$ cat config.mk
export PLATFORM = sky130hd
export DESIGN_NAME = contrast_stretch_minmax
export DESIGN_NICKNAME = d
export VERILOG_FILES = /design/src/sv/csmm_pkg.sv /design/src/sv/contrast_stretch_minmax.sv /design/src/sv/csmm_ctrl.sv /design/src/sv/csmm_dp.sv
export SDC_FILE = /design/constraint.sdc
export NUM_CORES = 1
export LEC_CHECK = 0
export BUFFER_PORTS_ARGS = -buffer_cell sky130_fd_sc_hd__buf_2
export CELL_PAD_IN_SITES_DETAIL_PLACEMENT = 2
export CELL_PAD_IN_SITES_GLOBAL_PLACEMENT = 2
export CORE_MARGIN = 2
export CORE_UTILIZATION = 44
export DETAILED_ROUTE_END_ITERATION = 16
export MAX_ROUTING_LAYER = met4
export PLACE_DENSITY_LB_ADDON = 0.1
export SYNTH_ARGS = -nofsm -noshare
export SYNTH_HDL_FRONTEND = slang
export SYNTH_SLANG_ARGS = --single-unit
$ cat constraint.sdc
create_clock -name i_clk -period 6.7 [get_ports i_clk]
set_input_delay 0.335 -clock i_clk [delete_from_list [all_inputs] [get_ports i_clk]]
set_output_delay 0.335 -clock i_clk [all_outputs]
set_load 0.05 [all_outputs]
$ cat src/sv/csmm_pkg.sv
`default_nettype none
package csmm_pkg;

    localparam int NUM_CH    = 3;
    localparam int PIX_W     = 8;
    localparam int NUM_W     = 2 * PIX_W;
    localparam int DIV_STEPS = PIX_W;
    localparam int CNT_W     = $clog2(DIV_STEPS);

    localparam logic [PIX_W-1:0] PIX_MAX  = {PIX_W{1'b1}};
    localparam logic [PIX_W-1:0] PIX_ZERO = '0;

    localparam logic [1:0] FUNC_CLEAR   = 2'd0;
    localparam logic [1:0] FUNC_MEASURE = 2'd1;
    localparam logic [1:0] FUNC_APPLY   = 2'd2;

    typedef enum logic [1:0] {
        ST_IDLE,
        ST_PREP,
        ST_DIV,
        ST_DONE
    } t_state;

    typedef enum logic [1:0] {
        RES_ZERO,
        RES_FULL,
        RES_DIV
    } t_res;

    typedef struct packed {
        logic stat_clr;
        logic stat_upd;
        logic load_px;
        logic prep;
        logic div_step;
        logic out_load;
    } t_cmd;

endpackage
`default_nettype wire

$ cat src/sv/contrast_stretch_minmax.sv
`default_nettype none
// Channel   Direction  Handshake            Payload
// request   in         i_valid / o_ready    i_func, i_red_in, i_green_in, i_blue_in
// result    out        o_valid / i_ready    o_red_out, o_green_out, o_blue_out
// config    in         i_cfg_we             i_cfg_wdata (gray mode)
//
// Clear and measure requests are taken while idle; o_ready stays high.
// Apply keeps o_ready low through operand prep, the bit-serial dividers
// (three in parallel, one per channel), then the output register load.
// The result shows once the output register is loaded after the dividers finish.
// Apply holds in its last step while the previous result is still unclaimed.
// Reset (i_rst_n low, synchronous) sets min to 255, max to 0, gray mode off.
module contrast_stretch_minmax (
    input  wire logic        i_clk,
    input  wire logic        i_rst_n,
    input  wire logic        i_cfg_we,
    input  wire logic        i_cfg_wdata,
    input  wire logic        i_valid,
    output      logic        o_ready,
    input  wire logic [1:0]  i_func,
    input  wire logic [7:0]  i_red_in,
    input  wire logic [7:0]  i_green_in,
    input  wire logic [7:0]  i_blue_in,
    output      logic        o_valid,
    input  wire logic        i_ready,
    output      logic [7:0]  o_red_out,
    output      logic [7:0]  o_green_out,
    output      logic [7:0]  o_blue_out
);

    csmm_pkg::t_cmd w_cmd;

    csmm_ctrl u_ctrl (
        .i_clk   (i_clk),
        .i_rst_n (i_rst_n),
        .i_valid (i_valid),
        .i_func  (i_func),
        .o_ready (o_ready),
        .o_valid (o_valid),
        .i_ready (i_ready),
        .o_cmd   (w_cmd)
    );

    csmm_dp u_dp (
        .i_clk       (i_clk),
        .i_rst_n     (i_rst_n),
        .i_cmd       (w_cmd),
        .i_cfg_we    (i_cfg_we),
        .i_cfg_wdata (i_cfg_wdata),
        .i_red       (i_red_in),
        .i_green     (i_green_in),
        .i_blue      (i_blue_in),
        .o_red       (o_red_out),
        .o_green     (o_green_out),
        .o_blue      (o_blue_out)
    );

endmodule
`default_nettype wire

$ cat src/sv/csmm_ctrl.sv
`default_nettype none
module csmm_ctrl (
    input  wire logic             i_clk,
    input  wire logic             i_rst_n,
    input  wire logic             i_valid,
    input  wire logic [1:0]       i_func,
    output      logic             o_ready,
    output      logic             o_valid,
    input  wire logic             i_ready,
    output      csmm_pkg::t_cmd   o_cmd
);

    csmm_pkg::t_state                 r_state, n_state;
    logic [csmm_pkg::CNT_W-1:0]       r_cnt, n_cnt;
    logic                             r_out_vld, n_out_vld;

    always_ff @(posedge i_clk) begin
        if (!i_rst_n) begin
            r_state   <= csmm_pkg::ST_IDLE;
            r_cnt     <= '0;
            r_out_vld <= 1'b0;
        end else begin
            r_state   <= n_state;
            r_cnt     <= n_cnt;
            r_out_vld <= n_out_vld;
        end
    end

    always_comb begin
        n_state = r_state;
        n_cnt   = r_cnt;
        o_cmd   = '0;
        case (r_state)
            csmm_pkg::ST_IDLE: begin
                if (i_valid) begin
                    case (i_func)
                        csmm_pkg::FUNC_CLEAR:   o_cmd.stat_clr = 1'b1;
                        csmm_pkg::FUNC_MEASURE: o_cmd.stat_upd = 1'b1;
                        csmm_pkg::FUNC_APPLY: begin
                            o_cmd.load_px = 1'b1;
                            n_state       = csmm_pkg::ST_PREP;
                        end
                        default: ;
                    endcase
                end
            end
            csmm_pkg::ST_PREP: begin
                o_cmd.prep = 1'b1;
                n_cnt      = '0;
                n_state    = csmm_pkg::ST_DIV;
            end
            csmm_pkg::ST_DIV: begin
                o_cmd.div_step = 1'b1;
                n_cnt          = r_cnt + 1'b1;
                if (r_cnt == csmm_pkg::CNT_W'(csmm_pkg::DIV_STEPS - 1)) begin
                    n_state = csmm_pkg::ST_DONE;
                end
            end
            csmm_pkg::ST_DONE: begin
                // wait for the output register to free up
                if (!r_out_vld || i_ready) begin
                    o_cmd.out_load = 1'b1;
                    n_state        = csmm_pkg::ST_IDLE;
                end
            end
            default: n_state = csmm_pkg::ST_IDLE;
        endcase
        n_out_vld = (r_out_vld && !i_ready) || o_cmd.out_load;
    end

    assign o_ready = (r_state == csmm_pkg::ST_IDLE);
    assign o_valid = r_out_vld;

endmodule
`default_nettype wire

$ cat src/sv/csmm_dp.sv
`default_nettype none
module csmm_dp (
    input  wire logic                        i_clk,
    input  wire logic                        i_rst_n,
    input  wire csmm_pkg::t_cmd              i_cmd,
    input  wire logic                        i_cfg_we,
    input  wire logic                        i_cfg_wdata,
    input  wire logic [csmm_pkg::PIX_W-1:0]  i_red,
    input  wire logic [csmm_pkg::PIX_W-1:0]  i_green,
    input  wire logic [csmm_pkg::PIX_W-1:0]  i_blue,
    output      logic [csmm_pkg::PIX_W-1:0]  o_red,
    output      logic [csmm_pkg::PIX_W-1:0]  o_green,
    output      logic [csmm_pkg::PIX_W-1:0]  o_blue
);

    localparam int W = csmm_pkg::PIX_W;

    logic          r_gray;
    logic [W-1:0]  w_px  [csmm_pkg::NUM_CH];
    logic [W-1:0]  r_out [csmm_pkg::NUM_CH];

    always_ff @(posedge i_clk) begin
        if (!i_rst_n) begin
            r_gray <= 1'b0;
        end else if (i_cfg_we) begin
            r_gray <= i_cfg_wdata;
        end
    end

    assign w_px[0] = i_red;
    assign w_px[1] = i_green;
    assign w_px[2] = i_blue;

    for (genvar g = 0; g < csmm_pkg::NUM_CH; g++) begin : g_ch
        logic [W-1:0]                  r_min, r_max, r_px, r_span, r_rem, r_quo;
        csmm_pkg::t_res                r_sel, w_sel;
        logic [W-1:0]                  w_diff;
        logic [csmm_pkg::NUM_W-1:0]    w_num;
        logic [W:0]                    w_trial;
        logic                          w_ge;
        logic                          w_used;

        assign w_used = (g == 0) || !r_gray;

        // running statistics
        always_ff @(posedge i_clk) begin
            if (!i_rst_n || i_cmd.stat_clr) begin
                r_min <= csmm_pkg::PIX_MAX;
                r_max <= csmm_pkg::PIX_ZERO;
            end else if (i_cmd.stat_upd && w_used) begin
                if (w_px[g] < r_min) begin
                    r_min <= w_px[g];
                end
                if (w_px[g] > r_max) begin
                    r_max <= w_px[g];
                end
            end
        end

        // 255 * (p - min) as (d << 8) - d
        assign w_diff = r_px - r_min;
        assign w_num  = {w_diff, csmm_pkg::PIX_ZERO} - {csmm_pkg::PIX_ZERO, w_diff};

        always_comb begin
            if (!w_used || r_max <= r_min || r_px <= r_min) begin
                w_sel = csmm_pkg::RES_ZERO;
            end else if (r_px >= r_max) begin
                w_sel = csmm_pkg::RES_FULL;
            end else begin
                w_sel = csmm_pkg::RES_DIV;
            end
        end

        // restoring divider, one quotient bit a cycle; quotient fits in W bits
        assign w_trial = {r_rem, r_quo[W-1]};
        assign w_ge    = (w_trial >= {1'b0, r_span});

        always_ff @(posedge i_clk) begin
            if (i_cmd.load_px) begin
                r_px <= w_px[g];
            end
            if (i_cmd.prep) begin
                r_span <= r_max - r_min;
                r_rem  <= w_num[csmm_pkg::NUM_W-1:W];
                r_quo  <= w_num[W-1:0];
                r_sel  <= w_sel;
            end else if (i_cmd.div_step) begin
                r_rem  <= w_ge ? W'(w_trial - {1'b0, r_span}) : w_trial[W-1:0];
                r_quo  <= {r_quo[W-2:0], w_ge};
            end
            if (i_cmd.out_load) begin
                case (r_sel)
                    csmm_pkg::RES_FULL: r_out[g] <= csmm_pkg::PIX_MAX;
                    csmm_pkg::RES_DIV:  r_out[g] <= r_quo;
                    default:            r_out[g] <= csmm_pkg::PIX_ZERO;
                endcase
            end
        end
    end

    assign o_red   = r_out[0];
    assign o_green = r_out[1];
    assign o_blue  = r_out[2];

endmodule
`default_nettype wire

==> run summary, run 1 <==
vias in the first global route -> 10.2k
Worst Hold Launch -> i_green_in[0]
status -> completed
Post-Synthesis Cell Area -> 12100 µm²
endpoint type of the worst setup path -> flop
TritonRoute pass-1 iters -> 6
dpl cell area -> 12800 µm²
initial antenna violation count -> 0
worst reg-to-reg path cell count -> 10
Hold Crit Endpoint -> u_dp.g_ch[1].r_px[0]$_DFFE_PP_
starting density of the core -> 0.449
first-pass GRT wire length -> 56800 µm
critical-path cell list -> ha_1, inv_1, fa_1, a211oi_2, o21ai_1, a21oi_1, mux2i_1, a31o_1, o211ai_1, o21ai_0
CTS Sinks -> 181
routability cong. -> 0.809
Min-Delay Path Class -> input port to flop
R2R Setup Slk -> 3.62 ns
WP buf/inv -> 1
routed vias -> 9542
Final period util -> 0.460
CP max-delay cell -> dfxtp_1
hold path cells -> 1
kind of critical path -> flop to flop
post-CTS sizing -> 0
TritonCTS buffer count -> 17
post-layout net count -> 1449
Area Growth Syn to Fin -> 10.6%
Worst-path clk slew -> 0.07 ns
Worst EP arrival -> 3.24 ns
Root Buffer -> clkbuf_16
synthesized instance count -> 1200
Die H -> 170 µm
largest net degree at the start of global routing -> 63
Crit path largest cell delay -> 0.44 ns
reg-to-reg endpoint -> u_dp.g_ch[1].r_rem[4]$_DFFE_PP_
synth unique cells -> 81
sequential fraction of the synthesis area -> 0.402
Syn. warnings -> 0
number of synthesized flops with an enable pin -> 126
most frequent cell after synthesis -> ha_1
GRT overflow -> 0
Slew @ Worst Pin -> 1.19 ns
Slew Viols, Final -> 0
syn avg cell area -> 10.1 µm²
unrepaired setup endpoints after global routing -> false
H-tree depth -> 4
Period minus WS final -> 3.08 ns
Detailed Route WL -> 35400 µm
setup tns final -> 0 ns
Setup Buffers After CTS -> 0
Synth area leader -> edfxtp_1
layout cell share with drive strength beyond 1 -> 0.107
Main synth FF type -> edfxtp_1
fillers -> 2812
VDD IR max -> 0.159 mV
top post-synthesis cells by count -> 153 x ha_1, 126 x edfxtp_1, 119 x inv_1, 77 x nor2_1, 56 x o21ai_0
Final Hold Viols -> 0
Reg area -> 4880 µm²
top-area cell type share of the netlist area -> 0.312
Finished Cell Area -> 13400 µm²
Final HPWL DP -> 26700 µm
Setup violations, final -> 0
Vias/cell -> 5.93
DRC -> 0
Layout Skew -> 0.0149 ns
row count -> 60
multi-input combinational cell area -> 6750 µm²
Tot GR Track Use -> 0.260
n_diodes -> 0
I/O pins -> 58
initial DRC count -> 407
CTS tree -> built
fraction of registers with async set or reset after synthesis -> 0
relative slew slack -> 0.204
Req. time, crit path -> 6.85 ns
Pleak -> 5.62 nW
CP max FO -> 6
# hold bufs at CTS -> 0
Routed WL per cell -> 22.0 µm
Seq cells post-synth -> 181
fmax -> 324 MHz
MaxCap Viol Count -> 0
DRT antenna net count -> 0
CP Launch Type -> flop
ranking of synthesized cells by area -> edfxtp_1 31%, ha_1 16%, dfxtp_1 9.1%
reg2reg start -> u_dp.g_ch[1].r_min[0]$_SDFFE_PP1P_
Top delay family on crit path -> compound AO/OA/AOI/OAI gates
maximum clock insertion buffer count -> 2
IO Port Bufs -> 57
Die Width -> 170 µm
die area -> 28900 µm²
Clk Latency, worst-skew pair -> 0.44 ns
Cell Pwr Density -> 385 nW/µm²
core area -> 27000 µm²
net count after synthesis -> 1394
## metal layers
metal / GRT usage / vias to the layer above / routed length [µm]
met2: 0.416 / 170 / 16400
met1: 0.357 / 4811 / 17700
met4: 0.0632 / 0 / 470
met3: 0.0263 / 38 / 846
li1: - / 4523 / -
met5: - / - / 0
## where the power goes
| group | leakage, nW | internal [mW] | switching, mW | total [mW] |
|---|---|---|---|---|
| clock network | 0.280 | 0.592 | 0.487 | 1.08 |
| logic | 3.71 | 0.881 | 1.46 | 2.34 |
| registers | 1.62 | 1.61 | 0.142 | 1.76 |
## how the worst max path moves through the flow
stage	start	endpoint	slack, ns	depth (start not counted)
6_report	u_dp.g_ch[1].r_min[0]$_SDFFE_PP1P_	u_dp.g_ch[1].r_rem[4]$_DFFE_PP_	3.62	10
5_1_grt	u_dp.g_ch[0].r_px[0]$_DFFE_PP_	u_dp.g_ch[0].r_rem[0]$_DFFE_PP_	3.39	11
4_1_cts	u_dp.g_ch[1].r_px[0]$_DFFE_PP_	u_dp.g_ch[1].r_rem[4]$_DFFE_PP_	3.62	11
3_5_place_dp	u_dp.g_ch[0].r_px[0]$_DFFE_PP_	u_dp.g_ch[0].r_rem[0]$_DFFE_PP_	3.67	11
3_3_place_gp	u_dp.g_ch[0].r_px[0]$_DFFE_PP_	u_dp.g_ch[0].r_rem[4]$_DFFE_PP_	3.75	11
2_1_floorplan	u_dp.g_ch[0].r_px[0]$_DFFE_PP_	u_dp.g_ch[0].r_quo[7]$_DFFE_PP_	3.95	11
## cells by family (layout without fill, tap and decap cells)
kind of cell	count (synthesis)	after routing	synth area share
AO/OA/AOI/OAI	306	306	0.172
multiplexers	38	38	0.0328
flip-flops	181	181	0.402
XOR/XNOR	55	55	0.0409
buffers and inverters	145	212	0.0451
adder cells (fa/ha/maj)	162	162	0.172
AND/OR/NAND/NOR	313	313	0.135
## placed cells by master (no fill, tap or decap), drive strengths merged, types with 5 or more instances in the layout
master	Yosys	layout
a211oi	14	14
a21boi	5	5
a21o	25	25
a21oi	55	55
a31oi	22	22
and3	6	6
and4	6	6
buf	5	62
clkbuf	21	18
dfxtp	55	55
edfxtp	126	126
fa	9	9
ha	153	153
inv	119	123
mux2	11	11
mux2i	27	27
nand2	53	53
nand2b	15	15
nand3	23	23
nand3b	5	5
nand4	17	17
nor2	79	79
nor2b	31	31
nor3	43	43
nor4	8	8
o211ai	11	11
o21a	38	38
o21ai	67	67
o21bai	6	6
o22ai	10	10
o31a	6	6
o31ai	21	21
or2	6	6
or4	6	6
xnor2	36	36
xor2	19	19
## sequential cells by signal, indices dropped and copies added, names as in the netlist
register          cells
u_dp.g_ch.r_px       24
u_dp.r_out           24
u_dp.g_ch.r_quo      24
u_dp.g_ch.r_min      24
u_ctrl.r_state        2
u_dp.g_ch.r_max      24
u_dp.g_ch.r_sel       6
u_dp.g_ch.r_rem      24
u_dp.r_gray           1
u_ctrl.r_cnt          3
u_ctrl.o_valid        1
u_dp.g_ch.r_span     24
## layout make-up
cell class	count	share of cell area
Timing Repair Buffer	62	0.0240
Sequential cell	181	0.364
Clock buffer	18	0.0320
Multi-Input combinational cell	874	0.502
Inverter	119	0.0333
Tap cell	341	0.0318
Clock inverter	13	0.0129
## stage by stage
| stage | total power [mW] | worst slack [ns] | hold slack, ns | std cells | utilization |
|---|---|---|---|---|---|
| after global routing | 5.51 | 3.39 | 0.119 | 1608 | 0.497 |
| after floorplan | 3.39 | 3.95 | 0.434 | 1200 | - |
| final | 5.17 | 3.62 | 0.123 | 1608 | 0.497 |
| after global placement | 3.93 | 3.75 | 0.468 | 1577 | 0.475 |
| after detailed placement | 4.09 | 3.67 | 0.486 | 1577 | 0.475 |
| after CTS | 5.19 | 3.62 | 0.106 | 1608 | 0.497 |
No activity file was read; power rests on OpenSTA's default activity.
==> run 2: changes to the inputs <==
--- a/config.mk
+++ b/config.mk
@@ -9,7 +9,7 @@
 export CELL_PAD_IN_SITES_DETAIL_PLACEMENT = 2
 export CELL_PAD_IN_SITES_GLOBAL_PLACEMENT = 2
 export CORE_MARGIN = 2
-export CORE_UTILIZATION = 44
+export CORE_UTILIZATION = 37
 export DETAILED_ROUTE_END_ITERATION = 16
 export MAX_ROUTING_LAYER = met4
 export PLACE_DENSITY_LB_ADDON = 0.1
==> constraint.sdc (replaced) <==
create_clock -name i_clk -period 2.6 [get_ports i_clk]
set_input_delay 0.13 -clock i_clk [delete_from_list [all_inputs] [get_ports i_clk]]
set_output_delay 0.13 -clock i_clk [all_outputs]
set_load 0.05 [all_outputs]
==> run summary, run 2 (same netlist as run 1, synthesis figures left out) <==
status -> finished, violations left
failing checks -> setup timing
end of the critical path -> u_dp.g_ch[0].r_quo[7]$_DFFE_PP_
H-tree depth -> 4 (unchanged)
Routed WL per cell -> 20.1 µm (-9.0%)
Pleak -> 6.51 nW (+16%)
row count -> 66 (+10%)
GRT overflow -> 0 (unchanged)
MaxCap Viol Count -> 0 (unchanged)
Vias/cell -> 5.35 (-9.8%)
Most common cell on crit path -> inv_2
Slew @ Worst Pin -> 0.693 ns (-0.501 ns)
Clk Latency, worst-skew pair -> 0.45 ns (about the same)
Worst-path clk slew -> 0.08 ns (about the same)
Cell Pwr Density -> 931 nW/µm² (+140%)
Tot GR Track Use -> 0.224 (-0.0364)
vias in the first global route -> 10.6k (+3.9%)
Area Growth Syn to Fin -> 27.7%
CTS Sinks -> 181 (unchanged)
reg-to-reg endpoint -> u_dp.g_ch[0].r_quo[7]$_DFFE_PP_
starting density of the core -> 0.374 (-0.0752)
Layout Skew -> 0.0115 ns (-0.00338 ns)
Crit path largest cell delay -> 0.38 ns (-0.06 ns)
most frequent cells in the layout -> 138 x ha_1, 126 x edfxtp_1, 124 x buf_4
CP max FO -> 7 (+1)
Period minus WS final -> 2.73 ns (-0.351 ns)
routed vias -> 10.0k (+4.9%)
R2R Setup Slk -> -0.13 ns (-3.75 ns)
endpoint type of the worst setup path -> flop
post-layout util -> 0.478 (-0.0191)
TritonRoute pass-1 iters -> 4 (-2)
fmax -> 366 MHz (+13%)
Final period util -> 1.05 (+0.591)
TritonCTS buffer count -> 17 (unchanged)
Final HPWL DP -> 27900 µm (+4.6%)
maximum clock insertion buffer count -> 2 (unchanged)
reg2reg start -> u_dp.g_ch[0].r_px[0]$_DFFE_PP_
DRT antenna net count -> 0 (unchanged)
Detailed Route WL -> 37500 µm (+5.9%)
initial antenna violation count -> 0 (unchanged)
cell count along the critical path -> 12 (+2)
Setup WS post-layout -> -0.134 ns (-3.75 ns)
WP buf/inv -> 3 (+2)
worst hold slack -> 0.0776 ns (-0.0456 ns)
CTS tree -> built
fin cells -> 1870 (+16%)
Setup crit start -> u_dp.g_ch[0].r_px[0]$_DFFE_PP_
core area -> 32500 µm² (+20%)
commonest non-fill, non-tap cell in the layout -> ha_1
largest net degree at the start of global routing -> 90 (+43%)
die area -> 34300 µm² (+18%)
CP Launch Type -> flop
Die H -> 185 µm (+8.8%)
overall power -> 14.4 mW (+180%)
Min-Delay Path Class -> input port to flop
VDD IR max -> 0.493 mV (+210%)
critical-path cell list -> inv_2, ha_4, inv_2, fa_2, a211oi_4, buf_4, o31ai_2, a21oi_2, xnor2_4, nor2_4, xnor2_2, mux2_4
first-pass GRT wire length -> 57800 µm (+1.6%)
Top delay family on crit path -> compound AO/OA/AOI/OAI gates
DRC -> 0 (unchanged)
fillers -> 3366 (+20%)
Finished Cell Area -> 15500 µm² (+15%)
Slew Viols, Final -> 0 (unchanged)
Worst EP arrival -> 2.94 ns (-0.30 ns)
Final Hold Viols -> 0 (unchanged)
Setup violations, final -> 10 (+10)
routability cong. -> 0.818 (+1.1%)
n_diodes -> 0 (unchanged)
unrepaired setup endpoints after global routing -> true
setup tns final -> -0.621 ns (-0.621 ns)
pre-CTS WS -> -0.204 ns (-3.87 ns)
relative slew slack -> 0.537 (+0.333)
dpl cell area -> 13700 µm² (+7.2%)
I/O pins -> 58 (unchanged)
CP max-delay cell -> edfxtp_1
Req. time, crit path -> 2.81 ns (-4.04 ns)
Placed Instances -> 1777 (+13%)
initial DRC count -> 410 (+0.74%)
Root Buffer -> clkbuf_16
layout cell share with drive strength beyond 1 -> 0.244 (+0.137)
IO Port Bufs -> 57 (unchanged)
Die Width -> 185 µm (+8.8%)
post-layout net count -> 1609 (+11%)
kind of critical path -> flop to flop
worst reg-to-reg path cell count -> 12 (+2)
## run 2: repair_timing
item	4_1_cts	5_1_grt
setup buffers	16	21
resized for setup	53	75
pin swaps	25	46
endpoints found under the setup margin	33	39
endpoints found under the hold margin	40	0
hold buffers	27	0
## run 2: worst reg2reg max path: cells and delay by family (launching register included)
| kind | cells | cell delay [ns] |
|---|---|---|
| AO/OA/AOI/OAI | 3 | 0.61 |
| adder cells (fa/ha/maj) | 2 | 0.51 |
| flip-flops | 1 | 0.38 |
| XOR/XNOR | 2 | 0.36 |
| buffers and inverters | 3 | 0.29 |
| multiplexers | 1 | 0.27 |
| AND/OR/NAND/NOR | 1 | 0.09 |
## run 2: worst min-delay path by stage
stage,cells past startpoint,to,start,slack [ns]
2_1_floorplan,0,u_dp.g_ch[0].r_px[0]$_DFFE_PP_,i_red_in[0],0.23
3_3_place_gp,1,u_dp.g_ch[1].r_px[0]$_DFFE_PP_,i_green_in[0],0.38
3_5_place_dp,1,u_dp.g_ch[0].r_px[0]$_DFFE_PP_,i_red_in[0],0.37
4_1_cts,3,u_ctrl.o_valid$_SDFF_PN0_,i_ready,0.06
5_1_grt,3,u_ctrl.o_valid$_SDFF_PN0_,i_ready,0.09
6_report,3,u_ctrl.o_valid$_SDFF_PN0_,i_ready,0.08
## run 2: cell type report
class / instances / area [µm²] / share of cell area
Sequential cell: 181 / 4890 / 0.315
Multi-Input combinational cell: 874 / 7360 / 0.475
Clock buffer: 17 / 425 / 0.0274
Inverter: 119 / 449 / 0.0290
Timing Repair Buffer: 222 / 1670 / 0.108
Clock inverter: 15 / 156 / 0.0101
Tap cell: 442 / 553 / 0.0357
## run 2: report_power, final
group	switching (mW)	internal (mW)	leakage, nW	total [mW]
Sequential	0.382	4.16	1.62	4.54
Combinational	4.10	3.16	4.61	7.26
Clock	1.21	1.42	0.274	2.64
## run 2: layer usage
metal,vias up,track usage,share of wire,wire [µm]
met2,121,0.352,0.46,17400
met4,0,0.0435,0.010,381
met3,25,0.0242,0.023,858
met1,5013,0.314,0.50,18900
met5,-,-,0,0
li1,4851,-,-,-
